<file path="src/rtl/wcbb_pkg.sv">
`default_nettype none

package wcbb_pkg;

    // field widths
    localparam int ID_W   = 8;
    localparam int ADDR_W = 34;
    localparam int DATA_W = 64;

    // burst geometry
    localparam int BURST_WORDS_DEF = 4;
    localparam int OUT_WORDS       = 4;
    localparam int WORD_BYTES      = 8;
    localparam int ALIGN_BYTES     = 32;
    localparam int WORD_SHIFT      = $clog2(WORD_BYTES);
    localparam int ALIGN_BITS      = $clog2(ALIGN_BYTES);

    // stream packing
    localparam int ADDR_LSB     = 2 * ID_W;
    localparam int WORD_LSB     = ADDR_LSB + ADDR_W;
    localparam int IN_FIELDS_W  = WORD_LSB + DATA_W;
    localparam int IN_TDATA_W   = ((IN_FIELDS_W + 7) / 8) * 8;
    localparam int OUT_FIELDS_W = WORD_LSB + OUT_WORDS * DATA_W;
    localparam int OUT_TDATA_W  = ((OUT_FIELDS_W + 7) / 8) * 8;
    localparam int OUT_PAD_W    = OUT_TDATA_W - OUT_FIELDS_W;

    typedef enum logic {
        KIND_SINGLE = 1'b0,
        KIND_BURST  = 1'b1
    } write_kind_t;

endpackage

`default_nettype wire

</file>
<file path="src/rtl/write_combining_burst_buffer_core.sv">
`default_nettype none

// Write-combining burst buffer. Single 64-bit writes arrive on the s_axis
// stream; with grouping enabled, BURST_WORDS writes that start on a 32-byte
// boundary, keep the same route and destination and step by 8 bytes are
// merged into one burst item on m_axis. Words that cannot complete a burst
// leave in order as single writes. tlast on the output marks the final
// result caused by an input item. Rate: one input item per cycle while the
// output is taken every cycle and nothing is flushed. An input item that has
// to flush held words stays in the input register while they drain, one per
// cycle while the output is taken; an aligned start leaves with its last
// flushed word. grouping_enable is written through cfg_wr_en /
// cfg_wr_data and must only change while the block is idle.
module write_combining_burst_buffer_core #(
    parameter int BURST_WORDS = wcbb_pkg::BURST_WORDS_DEF
) (
    input  wire logic                           aclk,
    input  wire logic                           aresetn,

    // config: grouping_enable
    input  wire logic                           cfg_wr_en,
    input  wire logic                           cfg_wr_data,

    // input writes
    input  wire logic                           s_axis_tvalid,
    output logic                                s_axis_tready,
    // tdata: route_id, dest_id, byte_addr, write_data, zero pad
    input  wire logic [wcbb_pkg::IN_TDATA_W-1:0] s_axis_tdata,
    // tlast: stream_end
    input  wire logic                           s_axis_tlast,

    // emitted writes
    output logic                                m_axis_tvalid,
    input  wire logic                           m_axis_tready,
    // tdata: out_route, out_dest, out_addr, word0, word1, word2, word3, zero pad
    output logic [wcbb_pkg::OUT_TDATA_W-1:0]    m_axis_tdata,
    // tuser: write_kind
    output logic                                m_axis_tuser,
    // tlast: last_of_run
    output logic                                m_axis_tlast
);

    localparam int IDX_W = $clog2(BURST_WORDS);
    localparam int ID_W = wcbb_pkg::ID_W;
    localparam int ADDR_W = wcbb_pkg::ADDR_W;
    localparam int DATA_W = wcbb_pkg::DATA_W;
    localparam int OUT_WORDS = wcbb_pkg::OUT_WORDS;

    // config register
    logic grp_reg;

    // input register
    logic              in_valid_reg;
    logic [ID_W-1:0]   in_route_reg;
    logic [ID_W-1:0]   in_dest_reg;
    logic [ADDR_W-1:0] in_addr_reg;
    logic [DATA_W-1:0] in_data_reg;
    logic              in_end_reg;

    // combining buffer state
    logic [IDX_W-1:0]  fill_reg;
    logic [IDX_W-1:0]  flush_idx_reg;
    logic [ID_W-1:0]   held_route_reg;
    logic [ID_W-1:0]   held_dest_reg;
    logic [ADDR_W-1:0] held_base_reg;
    logic [DATA_W-1:0] held_words_reg [BURST_WORDS];

    // output register
    logic                 m_valid_reg;
    wcbb_pkg::write_kind_t m_kind_reg;
    logic [ID_W-1:0]      m_route_reg;
    logic [ID_W-1:0]      m_dest_reg;
    logic [ADDR_W-1:0]    m_addr_reg;
    logic [DATA_W-1:0]    m_word_reg [OUT_WORDS];
    logic                 m_last_reg;

    // decision logic
    logic              out_ok;
    logic              step;
    logic              is_aligned;
    logic              is_cont;
    logic              is_other;
    logic              fill_is_top;
    logic              flush_pending;
    logic              flush_final;
    logic              item_done;
    logic [ADDR_W-1:0] next_addr;
    logic [ADDR_W-1:0] flush_addr;

    // result being formed
    logic                  emit_valid;
    wcbb_pkg::write_kind_t emit_kind;
    logic [ID_W-1:0]       emit_route;
    logic [ID_W-1:0]       emit_dest;
    logic [ADDR_W-1:0]     emit_addr;
    logic [DATA_W-1:0]     emit_word [OUT_WORDS];
    logic [DATA_W-1:0]     burst_word [OUT_WORDS];
    logic                  emit_last;

    // output register free for a new result this cycle
    assign out_ok = !m_valid_reg || m_axis_tready;
    assign step   = in_valid_reg && out_ok;

    assign fill_is_top = (fill_reg == IDX_W'(BURST_WORDS - 1));
    assign next_addr   = held_base_reg + (ADDR_W'(fill_reg) << wcbb_pkg::WORD_SHIFT);
    assign flush_addr  = held_base_reg + (ADDR_W'(flush_idx_reg) << wcbb_pkg::WORD_SHIFT);

    // aligned start wins over continuation, everything else goes out alone
    assign is_aligned = grp_reg && !in_end_reg
                        && (in_addr_reg[wcbb_pkg::ALIGN_BITS-1:0] == '0);
    assign is_cont    = !is_aligned && grp_reg
                        && (in_route_reg == held_route_reg)
                        && (in_dest_reg == held_dest_reg)
                        && (next_addr == in_addr_reg)
                        && (!in_end_reg || fill_is_top);
    assign is_other   = !is_aligned && !is_cont;

    // held words drain one per cycle while the output is taken; a non-aligned item is handled after them
    assign flush_pending = (is_aligned || is_other) && (flush_idx_reg < fill_reg);
    assign flush_final   = (flush_idx_reg + IDX_W'(1)) == fill_reg;

    // an aligned start finishes together with its last flushed word
    assign item_done = step && (!flush_pending || (is_aligned && flush_final));

    assign s_axis_tready = !in_valid_reg || item_done;

    // burst words: held words then the incoming one in the top slot
    for (genvar j = 0; j < OUT_WORDS; j++) begin : g_burst
        if (j < BURST_WORDS - 1) begin : g_held
            assign burst_word[j] = held_words_reg[j];
        end else if (j == BURST_WORDS - 1) begin : g_new
            assign burst_word[j] = in_data_reg;
        end else begin : g_zero
            assign burst_word[j] = '0;
        end
    end

    always_comb begin
        emit_valid = 1'b0;
        emit_kind  = wcbb_pkg::KIND_SINGLE;
        emit_route = in_route_reg;
        emit_dest  = in_dest_reg;
        emit_addr  = in_addr_reg;
        emit_last  = 1'b1;
        for (int k = 0; k < OUT_WORDS; k++) begin
            emit_word[k] = '0;
        end
        if (flush_pending) begin
            // single write of one held word
            emit_valid   = 1'b1;
            emit_route   = held_route_reg;
            emit_dest    = held_dest_reg;
            emit_addr    = flush_addr;
            emit_word[0] = held_words_reg[flush_idx_reg];
            emit_last    = is_aligned && flush_final;
        end else if (is_cont && fill_is_top) begin
            // buffer fills: one burst
            emit_valid = 1'b1;
            emit_kind  = wcbb_pkg::KIND_BURST;
            emit_route = held_route_reg;
            emit_dest  = held_dest_reg;
            emit_addr  = held_base_reg;
            for (int k = 0; k < OUT_WORDS; k++) begin
                emit_word[k] = burst_word[k];
            end
        end else if (is_other) begin
            // pass-through single write
            emit_valid   = 1'b1;
            emit_word[0] = in_data_reg;
        end
    end

    // config register
    always_ff @(posedge aclk) begin
        if (!aresetn) begin
            grp_reg <= 1'b0;
        end else if (cfg_wr_en) begin
            grp_reg <= cfg_wr_data;
        end
    end

    // input register
    always_ff @(posedge aclk) begin
        if (!aresetn) begin
            in_valid_reg <= 1'b0;
        end else if (s_axis_tready) begin
            in_valid_reg <= s_axis_tvalid;
        end
    end

    always_ff @(posedge aclk) begin
        if (s_axis_tready && s_axis_tvalid) begin
            in_route_reg <= s_axis_tdata[ID_W-1:0];
            in_dest_reg  <= s_axis_tdata[wcbb_pkg::ADDR_LSB-1:ID_W];
            in_addr_reg  <= s_axis_tdata[wcbb_pkg::WORD_LSB-1:wcbb_pkg::ADDR_LSB];
            in_data_reg  <= s_axis_tdata[wcbb_pkg::IN_FIELDS_W-1:wcbb_pkg::WORD_LSB];
            in_end_reg   <= s_axis_tlast;
        end
    end

    // buffer control state
    always_ff @(posedge aclk) begin
        if (!aresetn) begin
            fill_reg       <= '0;
            flush_idx_reg  <= '0;
            held_route_reg <= '0;
            held_dest_reg  <= '0;
            held_base_reg  <= '0;
        end else if (item_done) begin
            flush_idx_reg <= '0;
            if (is_aligned) begin
                held_route_reg <= in_route_reg;
                held_dest_reg  <= in_dest_reg;
                held_base_reg  <= in_addr_reg;
                fill_reg       <= IDX_W'(1);
            end else if (is_cont) begin
                fill_reg <= fill_is_top ? '0 : fill_reg + IDX_W'(1);
            end else begin
                fill_reg <= '0;
            end
        end else if (step && flush_pending) begin
            flush_idx_reg <= flush_idx_reg + IDX_W'(1);
        end
    end

    // held data words
    always_ff @(posedge aclk) begin
        if (item_done && is_aligned) begin
            held_words_reg[0] <= in_data_reg;
        end else if (item_done && is_cont) begin
            held_words_reg[fill_reg] <= in_data_reg;
        end
    end

    // output register
    always_ff @(posedge aclk) begin
        if (!aresetn) begin
            m_valid_reg <= 1'b0;
        end else if (out_ok) begin
            m_valid_reg <= step && emit_valid;
        end
    end

    always_ff @(posedge aclk) begin
        if (step && emit_valid) begin
            m_kind_reg  <= emit_kind;
            m_route_reg <= emit_route;
            m_dest_reg  <= emit_dest;
            m_addr_reg  <= emit_addr;
            m_last_reg  <= emit_last;
            for (int k = 0; k < OUT_WORDS; k++) begin
                m_word_reg[k] <= emit_word[k];
            end
        end
    end

    assign m_axis_tvalid = m_valid_reg;
    assign m_axis_tuser  = m_kind_reg;
    assign m_axis_tlast  = m_last_reg;
    assign m_axis_tdata  = {{wcbb_pkg::OUT_PAD_W{1'b0}},
                            m_word_reg[3], m_word_reg[2], m_word_reg[1], m_word_reg[0],
                            m_addr_reg, m_dest_reg, m_route_reg};

endmodule

`default_nettype wire

</file>
<file path="config.mk">
export PLATFORM = sky130hd
export DESIGN_NAME = write_combining_burst_buffer_core
export DESIGN_NICKNAME = d
export VERILOG_FILES = /design/src/rtl/wcbb_pkg.sv /design/src/rtl/write_combining_burst_buffer_core.sv
export SDC_FILE = /design/constraint.sdc
export NUM_CORES = 1
export LEC_CHECK = 0
export BUFFER_PORTS_ARGS = -buffer_cell sky130_fd_sc_hd__buf_2
export CAP_MARGIN = 20
export CORE_MARGIN = 8
export CORE_UTILIZATION = 40
export DETAILED_ROUTE_END_ITERATION = 7
export RECOVER_POWER = 50
export SLEW_MARGIN = 20
export SYNTH_ARGS = -nofsm -noshare
export SYNTH_HDL_FRONTEND = slang
export SYNTH_SLANG_ARGS = --single-unit
</file>
<file path="constraint.sdc">
create_clock -name aclk -period 22.3 [get_ports aclk]
set_clock_uncertainty 0.05 [all_clocks]
set_input_delay 5.575 -clock aclk [delete_from_list [all_inputs] [get_ports aclk]]
set_output_delay 5.575 -clock aclk [all_outputs]
set_load 0.03 [all_outputs]
</file>
==> impl_results.md, run 1 <==
- Synth top cells by count: edfxtp_1, nand2_1, and2_1, clkbuf_1, a22oi_1
- Hold slack final: 0.4305 ns
- Worst-skew pair later-pin latency: 0.63 ns
- Unrepaired setup endpoints after global routing: false
- Fin nets: 2457
- Critical path class: primary input to output pin
- DR DRC count: 0
- Total chip power: 3.115 mW
- Count leader, synth: edfxtp_1
- Congestion Overflow GR: 0
- Die Height: 288.5 um
- Core ar.: 0.07395 mm2
- H-Tree Depth: 3
- Vias in the first global route: 18090
- Initial DRC Count: 1308
- Ys Warns: 0
- Synth area leader: edfxtp_1
- Final setup fails: 0
- Pre-CTS setup slack: 10.03 ns
- Max Cap Violations: 9
- Worst setup EP type: output pin
- Async SR Flop Fraction: 0%
- PD cells: 88.58 mW/mm2
- Crit share post-route: 55.22%
- Syn Inst Count: 1901
- Top Usage Layer GRT: met2
- Post-synth top area share: 68.67%
- Clock network power share: 42.2%
- Setup Buffers After CTS: 0
- Distinct cells, synth: 66
- First-pass GRT wire length: 112400 um
- EDFF count, synth: 679
- P_leak: 11.75 nW
- Sequential share of the synthesized area: 72.65%
- Util after Layout: 47.55%
- Top FF cell, synth: edfxtp_1
- CTS sink count: 738
- Psw: 0.7307 mW
- Worst slew pin tran: 4.689 ns
- Grt met1 use: 22.08%
- Hold Crit Class: flip-flop to flip-flop
- #FFs+latches synth: 738
- Largest net degree at the start of global routing: 174
- Hpwl dp: 49090 um
- DRT antenna net count: 0
- Fmax: 81.21 MHz
- IO Pins: 443
- Global Route Usage Sum: 17.66%
- CP Max Fanout: 4
- Vias: 17610
- Met3 GRT Util: 3.885%
- Worst vdd ir: 0.05917 mV
- CP arrival: 6.69 ns
- DR WL/cell: 22.68 um
- Buffers on Ports: 430
- CTS Buffer Depth: 3
- Initial Utilization: 40.15%
- Failing checks: max-capacitance violations, max-slew violations
- Global-route met2 utilization: 30.07%
- TNS Setup: 0 ns
- Clock slew at reported path FFs: 0.06 ns
- Share of power burned in registers: 51.7%
- Final Worst Setup Slack: 9.987 ns
- Standard-cell rows: 100
- Num CTS Buffers: 80
- Die ar.: 0.08320 mm2
- Area of the mapped netlist: 0.02969 mm2
- Minimum clock period: 12.31 ns
- Clk root buf: clkbuf_16
- Relative slew slack: -212.6%
- Initial antenna violation count: 3
- Slew Limit Fails: 572
- Syn Area/Cell: 15.62 um2
- P&R area growth vs syn: 18.42%
- Internal: 2.384 mW
- Final Hold Viols: 0
- Top cells by area, synth: edfxtp_1, mux4_2, and2_1
- Startpoint types: primary input
- Cts hold-fix bufs: 0
- Drt total wl: 76140 um
- Net Sw Frac: 23.46%
- CTS tree: done
- Drt first pass iters: 5
- Via density: 5.246
- Post-CTS sizing: 0
- Combinational share of power: 6.1%
- Die width: 288.5 um
- CP Data Required Time: 16.68 ns
- Layout cells sized above 1: 21.59%
- GP Congestion: 0.8973
- Run status: complete, but fails checks
[power groups by stage]
| stage | clock [mW] | combinational, mW | sequential, mW |
|---|---|---|---|
| after floorplan | 0 | 0.0471 | 1.73 |
| after global placement | 0 | 0.195 | 1.64 |
| after detailed placement | 0 | 0.196 | 1.64 |
| after CTS | 1.35 | 0.197 | 1.61 |
| after global routing | 1.40 | 0.201 | 1.62 |
| final | 1.31 | 0.189 | 1.61 |
[per-stage QoR]
stage | instances | instance area [um2]
floorplan | 1906 | 29710
global placement | 3207 | 32770
detailed placement | 3207 | 32770
CTS | 3353 | 35390
global route | 3356 | 35160
finish | 3357 | 35160
[logic make-up after synthesis]
family | count (synthesis) | synth area share [%]
AO/OA/AOI/OAI | 177 | 4.496
buffers and inverters | 132 | 2.052
flip-flops | 738 | 72.65
adder cells (fa/ha/maj) | 9 | 0.4298
other | 1 | 0.01263
AND/OR/NAND/NOR | 648 | 11.23
XOR/XNOR | 63 | 1.858
multiplexers | 133 | 7.269
[cell type report]
class	count	area [um2]
antenna	3	7.507
clock buffer	97	2066
clock inverter	49	555.5
fill	6502	38780
inverter	14	52.55
multi-input combinational	1036	7567
sequential	738	21580
tap	969	1212
timing repair buffer	451	2122
[final timing paths]
check / start / end / slack, ns / cells past startpoint
max: m_axis_tready / s_axis_tready / 9.99 / 6
min: held_route_reg[5]$_SDFFE_PN0P_ / held_route_reg[5]$_SDFFE_PN0P_ / 0.43 / 2
max reg2reg: fill_reg[1]$_SDFFE_PN0P_ / m_addr_reg[1]$_DFFE_PP_ / 11.62 / 12
min reg2reg: held_route_reg[5]$_SDFFE_PN0P_ / held_route_reg[5]$_SDFFE_PN0P_ / 0.43 / 2
[per-layer routing]
layer | vias to the layer above | wire length (um)
met4 | 0 | 2178
li1 | 8001 | -
met2 | 627 | 37500
met3 | 120 | 5191
met5 | - | 0
met1 | 8864 | 31270
[worst max-delay path: stages]
cell      delay (ns)
buf_2           0.10
nand2b_1        0.17
and2_0          0.24
o21ai_0         0.23
nand2_1         0.16
buf_2           0.21
[placed cells by master, fill, tap and decap left out, drive strengths merged, types with 46 or more instances in the layout]
master / synthesis / final
dfxtp: 59 / 59
a22oi: 66 / 66
and2: 196 / 196
mux4: 64 / 64
mux2i: 48 / 48
nand2: 257 / 257
xnor2: 46 / 46
buf: 44 / 305
edfxtp: 679 / 679
clkbuf: 74 / 243
(Power assumes the default switching activity.)
==> inputs of run 2 (changes only) <==
clock period = 12.75 ns   (was 22.3 ns; I/O delays follow)
==> run 2 against run 1 <==
Against the previous run: the flow still finishes with violations (max-capacitance violations, max-slew violations); combinational power up 71%; non-clock buffer count grew 2; register-to-register slack worse by 8.7 ns; critical endpoint is now m_axis_tuser$_SDFFCE_PP0P_; highest routed layer is now met5.
==> impl_results.md, run 2 (synthesis gave the netlist of run 1 again) <==
- Final Worst Setup Slack: 2.908 ns (-7.078 ns)
- TNS Setup: 0 ns (unchanged)
- Util after Layout: 47.35% (-0.20 points)
- Clock slew at reported path FFs: 0.06 ns (about the same)
- Worst Path Buf+Inv: 2 (unchanged)
- IO Pins: 443 (unchanged)
- DR WL/cell: 22.67 um (about the same)
- Final setup fails: 0 (unchanged)
- Minimum clock period: 9.842 ns
- CP Data Required Time: 12.59 ns (-4.09 ns)
- Initial DRC Count: 1187 (-9.3%)
- DR DRC count: 0 (unchanged)
- PD cells: 156.0 mW/mm2 (+76%)
- Vias: 17510 (-0.57%)
- Congestion Overflow GR: 0 (unchanged)
- Failing checks: max-capacitance violations, max-slew violations
- Drt total wl: 76040 um (-0.13%)
- Setup Buffers After CTS: 0 (unchanged)
- Worst setup EP type: flip-flop
- Core ar.: 0.07395 mm2 (unchanged)
- DRT antenna net count: 0 (unchanged)
- Standard-cell rows: 100 (unchanged)
- Die Height: 288.5 um (unchanged)
- Pre-CTS setup slack: 4.735 ns (-5.299 ns)
- Layout cells sized above 1: 14.56% (-7.0 points)
- Final Hold Viols: 0 (unchanged)
- Die width: 288.5 um (unchanged)
- Post-route cell area: 0.03501 mm2 (-0.43%)
- Critical path class: flip-flop to flip-flop
- First-pass GRT wire length: 111100 um (-1.1%)
- Critical-path top delay cell: clkbuf_2
- Via density: 5.221 (-0.48%)
- Leading cell type in the layout, fill and taps excluded: edfxtp_1
- Initial antenna violation count: 6 (+3)
- Most frequent cells in the layout: edfxtp_1, clkbuf_1, nand2_1
- Buffers on Ports: 430 (unchanged)
- Crit share post-route: 77.19%
- Max Cap Violations: 8 (-1)
- Post-CTS sizing: 0 (unchanged)
- P&R area growth vs syn: 17.91%
- CTS sink count: 738 (unchanged)
- P_leak: 11.41 nW (-2.9%)
- Die ar.: 0.08320 mm2 (unchanged)
- Global Route Usage Sum: 17.54% (-0.12 points)
- Unrepaired setup endpoints after global routing: false
- Cell family with most CP delay: buffers and inverters
- H-Tree Depth: 3 (unchanged)
- Worst-skew pair later-pin latency: 0.64 ns (about the same)
- CP Max Fanout: 214 (+210)
- Fill count: 6525 (+0.35%)
- Fmax: 101.6 MHz
- CTS tree: done
- Worst slew pin tran: 3.849 ns (-0.8395 ns)
- Slew Limit Fails: 570 (-0.35%)
- Worst vdd ir: 0.1085 mV (+83%)
- Worst path cell trace: ha_1, a21oi_1, or4b_1, or4_1, or4_4, a21o_1, nor3_1, clkbuf_1, clkbuf_2
- Cell Area, Placed: 0.03279 mm2 (about the same)
- Run status: complete, but fails checks
- Startpoint types: flip-flop
- Vias in the first global route: 18020 (-0.38%)
- Initial Utilization: 40.15% (unchanged)
- CP max stage delay: 2.77 ns (+2.53 ns)
- Clk root buf: clkbuf_16
- CP arrival: 9.68 ns (+2.99 ns)
- Largest net degree at the start of global routing: 215 (+24%)
- Cts hold-fix bufs: 0 (unchanged)
- Hpwl dp: 48420 um (-1.4%)
- Drt first pass iters: 5 (unchanged)
- Num CTS Buffers: 80 (unchanged)
- Fin nets: 2459 (+0.081%)
- GP Congestion: 0.8511 (-5.1%)
- Hold Crit Class: flip-flop to flip-flop
- CTS Buffer Depth: 3 (unchanged)
- Relative slew slack: -156.6% (+56 points)
[run 2: final timing paths]
kind | slack, ns | cells after the start | endpoint | start
worst min-delay path | 0.44 | 2 | held_dest_reg[4]$_SDFFE_PN0P_ | held_dest_reg[4]$_SDFFE_PN0P_
worst max register to register | 2.91 | 9 | m_axis_tuser$_SDFFCE_PP0P_ | fill_reg[1]$_SDFFE_PN0P_
worst max-delay path | 2.91 | 9 | m_axis_tuser$_SDFFCE_PP0P_ | fill_reg[1]$_SDFFE_PN0P_
worst min register to register | 0.44 | 2 | held_dest_reg[4]$_SDFFE_PN0P_ | held_dest_reg[4]$_SDFFE_PN0P_
[run 2: worst min-delay path, stage by stage, from the launching register on]
cell and delay [ns]:
dfxtp_1 0.32, nand2_1 0.06, mux2i_1 0.05
[run 2: stage by stage]
stage          power, mW  hold slack, ns  cells
2_1_floorplan      3.088          0.4061   1906
3_3_place_gp       3.209          0.4167   3208
3_5_place_dp       3.213          0.4269   3208
4_1_cts            5.541          0.4359   3351
5_1_grt            5.639          0.4490   3353
6_report           5.460          0.4365   3354
[run 2: area by class of cell]
class | count | area (um2) | area share (%)
clock inverter | 53 | 609.3 | 1.740
antenna | 1 | 2.502 | 0.007148
tap | 969 | 1212 | 3.463
clock buffer | 90 | 2049 | 5.854
multi-input combinational | 1036 | 7590 | 21.68
sequential | 738 | 21580 | 61.63
inverter | 14 | 52.55 | 0.1501
timing repair buffer | 453 | 1916 | 5.472
[run 2: layer usage]
| metal | up-vias | track usage [%] | routed length [um] |
|---|---|---|---|
| met5 | - | 0 | 65 |
| met4 | 10 | 5.737 | 2032 |
| met3 | 127 | 4.546 | 5855 |
| met2 | 592 | 30.09 | 37420 |
| met1 | 8761 | 21.54 | 30660 |
| li1 | 8022 | - | - |
[run 2: report_power, final]
| part | total, mW | internal [mW] | switching (mW) |
|---|---|---|---|
| Sequential | 2.82 | 2.76 | 0.0632 |
| Combinational | 0.323 | 0.0699 | 0.254 |
| Clock | 2.32 | 1.34 | 0.979 |
| Total | 5.46 | 4.16 | 1.30 |
==> inputs of run 3 (changes only) <==
clock period = 9.26 ns   (was 12.75 ns; I/O delays follow)
==> run 3 against run 2 <==
Against the previous run: the flow still finishes with violations (max-capacitance violations, max-slew violations); core utilization shrank 0.088 points; clock power grew 34%; critical path depth grew 1; cell count is the same; register-to-register slack lost 1.6 ns; die area is the same; flip-flop and latch count is the same; wire length grew 0.20%; sequential power grew 38%; non-clock buffer count shrank 2; clock-buffer cell count grew 9.
==> impl_results.md, run 3 (synthesis gave the netlist of run 1 again) <==
- DRT antenna net count: 0 (unchanged)
- WL met3: 6063 um (+3.6%)
- Initial antenna violation count: 5 (-1)
- CTS tree: done
- Leading cell type in the layout, fill and taps excluded: edfxtp_1
- Unrepaired setup endpoints after global routing: false
- Final Hold Viols: 0 (unchanged)
- Fmax: 126.5 MHz (+24%)
- Failing checks: max-capacitance violations, max-slew violations
- Metal2 WL: 37200 um (-0.59%)
- CP arrival: 7.99 ns (-1.69 ns)
- H-Tree Depth: 3 (unchanged)
- Drt first pass iters: 5 (unchanged)
- Vias in the first global route: 17860 (-0.91%)
- DR top layer: met5
- Hpwl dp: 49020 um (+1.2%)
- Total chip power: 7.444 mW (+36%)
- Top cell by count, worst path: clkbuf_1
- Cts hold-fix bufs: 0 (unchanged)
- Fin nets: 2455 (-0.16%)
- Initial DRC Count: 1392 (+17%)
- Die ar.: 0.08320 mm2 (unchanged)
- Run status: complete, but fails checks
- Final Worst Setup Slack: 1.352 ns (-1.556 ns)
- Largest net degree at the start of global routing: 200 (-7.0%)
- Setup Buffers After CTS: 0 (unchanged)
- Critical path class: flip-flop to flip-flop
- Pre-CTS setup slack: 2.097 ns (-2.638 ns)
- Congestion Overflow GR: 0 (unchanged)
- CP max stage delay: 2.48 ns (-0.29 ns)
- WL met1: 31080 um (+1.4%)
- P_leak: 11.43 nW (+0.16%)
- P&R area growth vs syn: 17.69%
- CP Data Required Time: 9.34 ns (-3.25 ns)
- Worst vdd ir: 0.1312 mV (+21%)
- Vias: 17540 (+0.14%)
- Global Route Usage Sum: 17.59% (+0.046 points)
- Cell Area, Placed: 0.03279 mm2 (about the same)
- CTS Buffer Depth: 3 (unchanged)
- DR WL/cell: 22.72 um (+0.20%)
- Layout cells sized above 1: 14.53% (-0.030 points)
- Die width: 288.5 um (unchanged)
- R2R Setup Slk: 1.35 ns (-1.56 ns)
- Core ar.: 0.07395 mm2 (unchanged)
- DR DRC count: 0 (unchanged)
- Num CTS Buffers: 78 (-2.5%)
- Slew Limit Fails: 273 (-52%)
- Standard-cell rows: 100 (unchanged)
- Worst-skew pair later-pin latency: 0.62 ns (-0.02 ns)
- Critical-path top delay cell: clkbuf_1
- TNS Setup: 0 ns (unchanged)
- CP Max Fanout: 46 (-79%)
- Clock slew at reported path FFs: 0.07 ns (about the same)
- Post-CTS sizing: 0 (unchanged)
- Minimum clock period: 7.908 ns (-1.934 ns)
- Buffers on Ports: 430 (unchanged)
- Worst slew pin tran: 4.140 ns (+0.2905 ns)
- Die Height: 288.5 um (unchanged)
- Crit share post-route: 85.40% (+8.2 points)
- GP Congestion: 0.8808 (+3.5%)
- PD cells: 213.0 mW/mm2 (+37%)
- CTS sink count: 738 (unchanged)
- Cell family with most CP delay: buffers and inverters
- Clk root buf: clkbuf_16
- Worst Path Buf+Inv: 2 (unchanged)
- Worst setup EP type: flip-flop
- Via density: 5.228 (+0.14%)
- Worst path cell trace: ha_1, a21oi_1, or4b_1, or4_1, or4_4, a21o_1, or3_1, nor3_2, clkbuf_1, clkbuf_1
- Relative slew slack: -176.0% (-19 points)
- IO Pins: 443 (unchanged)
- Initial Utilization: 40.15% (unchanged)
- Drt total wl: 76190 um (+0.20%)
- First-pass GRT wire length: 111500 um (+0.35%)
- Post-route cell area: 0.03494 mm2 (-0.19%)
- Startpoint types: flip-flop
- Final setup fails: 0 (unchanged)
- Max Cap Violations: 7 (-1)
- Hold Crit Class: flip-flop to flip-flop
- Most frequent cells in the layout: edfxtp_1, clkbuf_1, nand2_1
-- run 3: changes by cell type in the layout (fill, tap and decap cells not counted), sizes merged --
cell / change
buf: +7
clkinvlp: -6
clkinv: -2
diode: +2
inv: -1
-- run 3: report_power, final --
group	switching, mW	internal, mW	total [mW]
clock network	1.28	1.84	3.12
registers	0.0881	3.79	3.88
logic	0.348	0.0951	0.443
total	1.72	5.73	7.44
-- run 3: path summary, 6_finish.rpt --
path | to | cells past startpoint | start
hold / removal | held_dest_reg[3]$_SDFFE_PN0P_ | 2 | held_dest_reg[3]$_SDFFE_PN0P_
setup / recovery | held_words_reg[2][17]$_DFFE_PP_ | 10 | fill_reg[1]$_SDFFE_PN0P_
setup reg to reg | held_words_reg[2][17]$_DFFE_PP_ | 10 | fill_reg[1]$_SDFFE_PN0P_
hold reg to reg | held_dest_reg[3]$_SDFFE_PN0P_ | 2 | held_dest_reg[3]$_SDFFE_PN0P_
-- run 3: tightest hold or removal path: cells and delay by family, from the launching register on --
family / cells / cell delay [ns]
flip-flops: 1 / 0.32
AND/OR/NAND/NOR: 1 / 0.06
multiplexers: 1 / 0.05
-- run 3: per-layer routing --
metal	up-vias	GRT usage, %
met4	4	5.409
met3	112	4.176
met2	646	29.80
met5	-	0
li1	8013	-
met1	8761	22.31
-- run 3: metrics by stage --
stage	hold WS (ns)	utilization, %	std cells
after CTS	0.4363	47.82	3350
final	0.4340	47.26	3354
after detailed placement	0.4280	44.34	3207
after global routing	0.4532	47.25	3352
after floorplan	0.4061	-	1906
after global placement	0.4159	44.34	3207
-- run 3: layout make-up --
type                       count  area (um2)
fill                        6556       39000
sequential                   738       21580
tap                          969        1212
clock inverter                44       485.5
timing repair buffer         451        1937
multi-input combinational   1036        7579
inverter                      14       52.55
clock buffer                  99        2093
antenna                        3       7.507
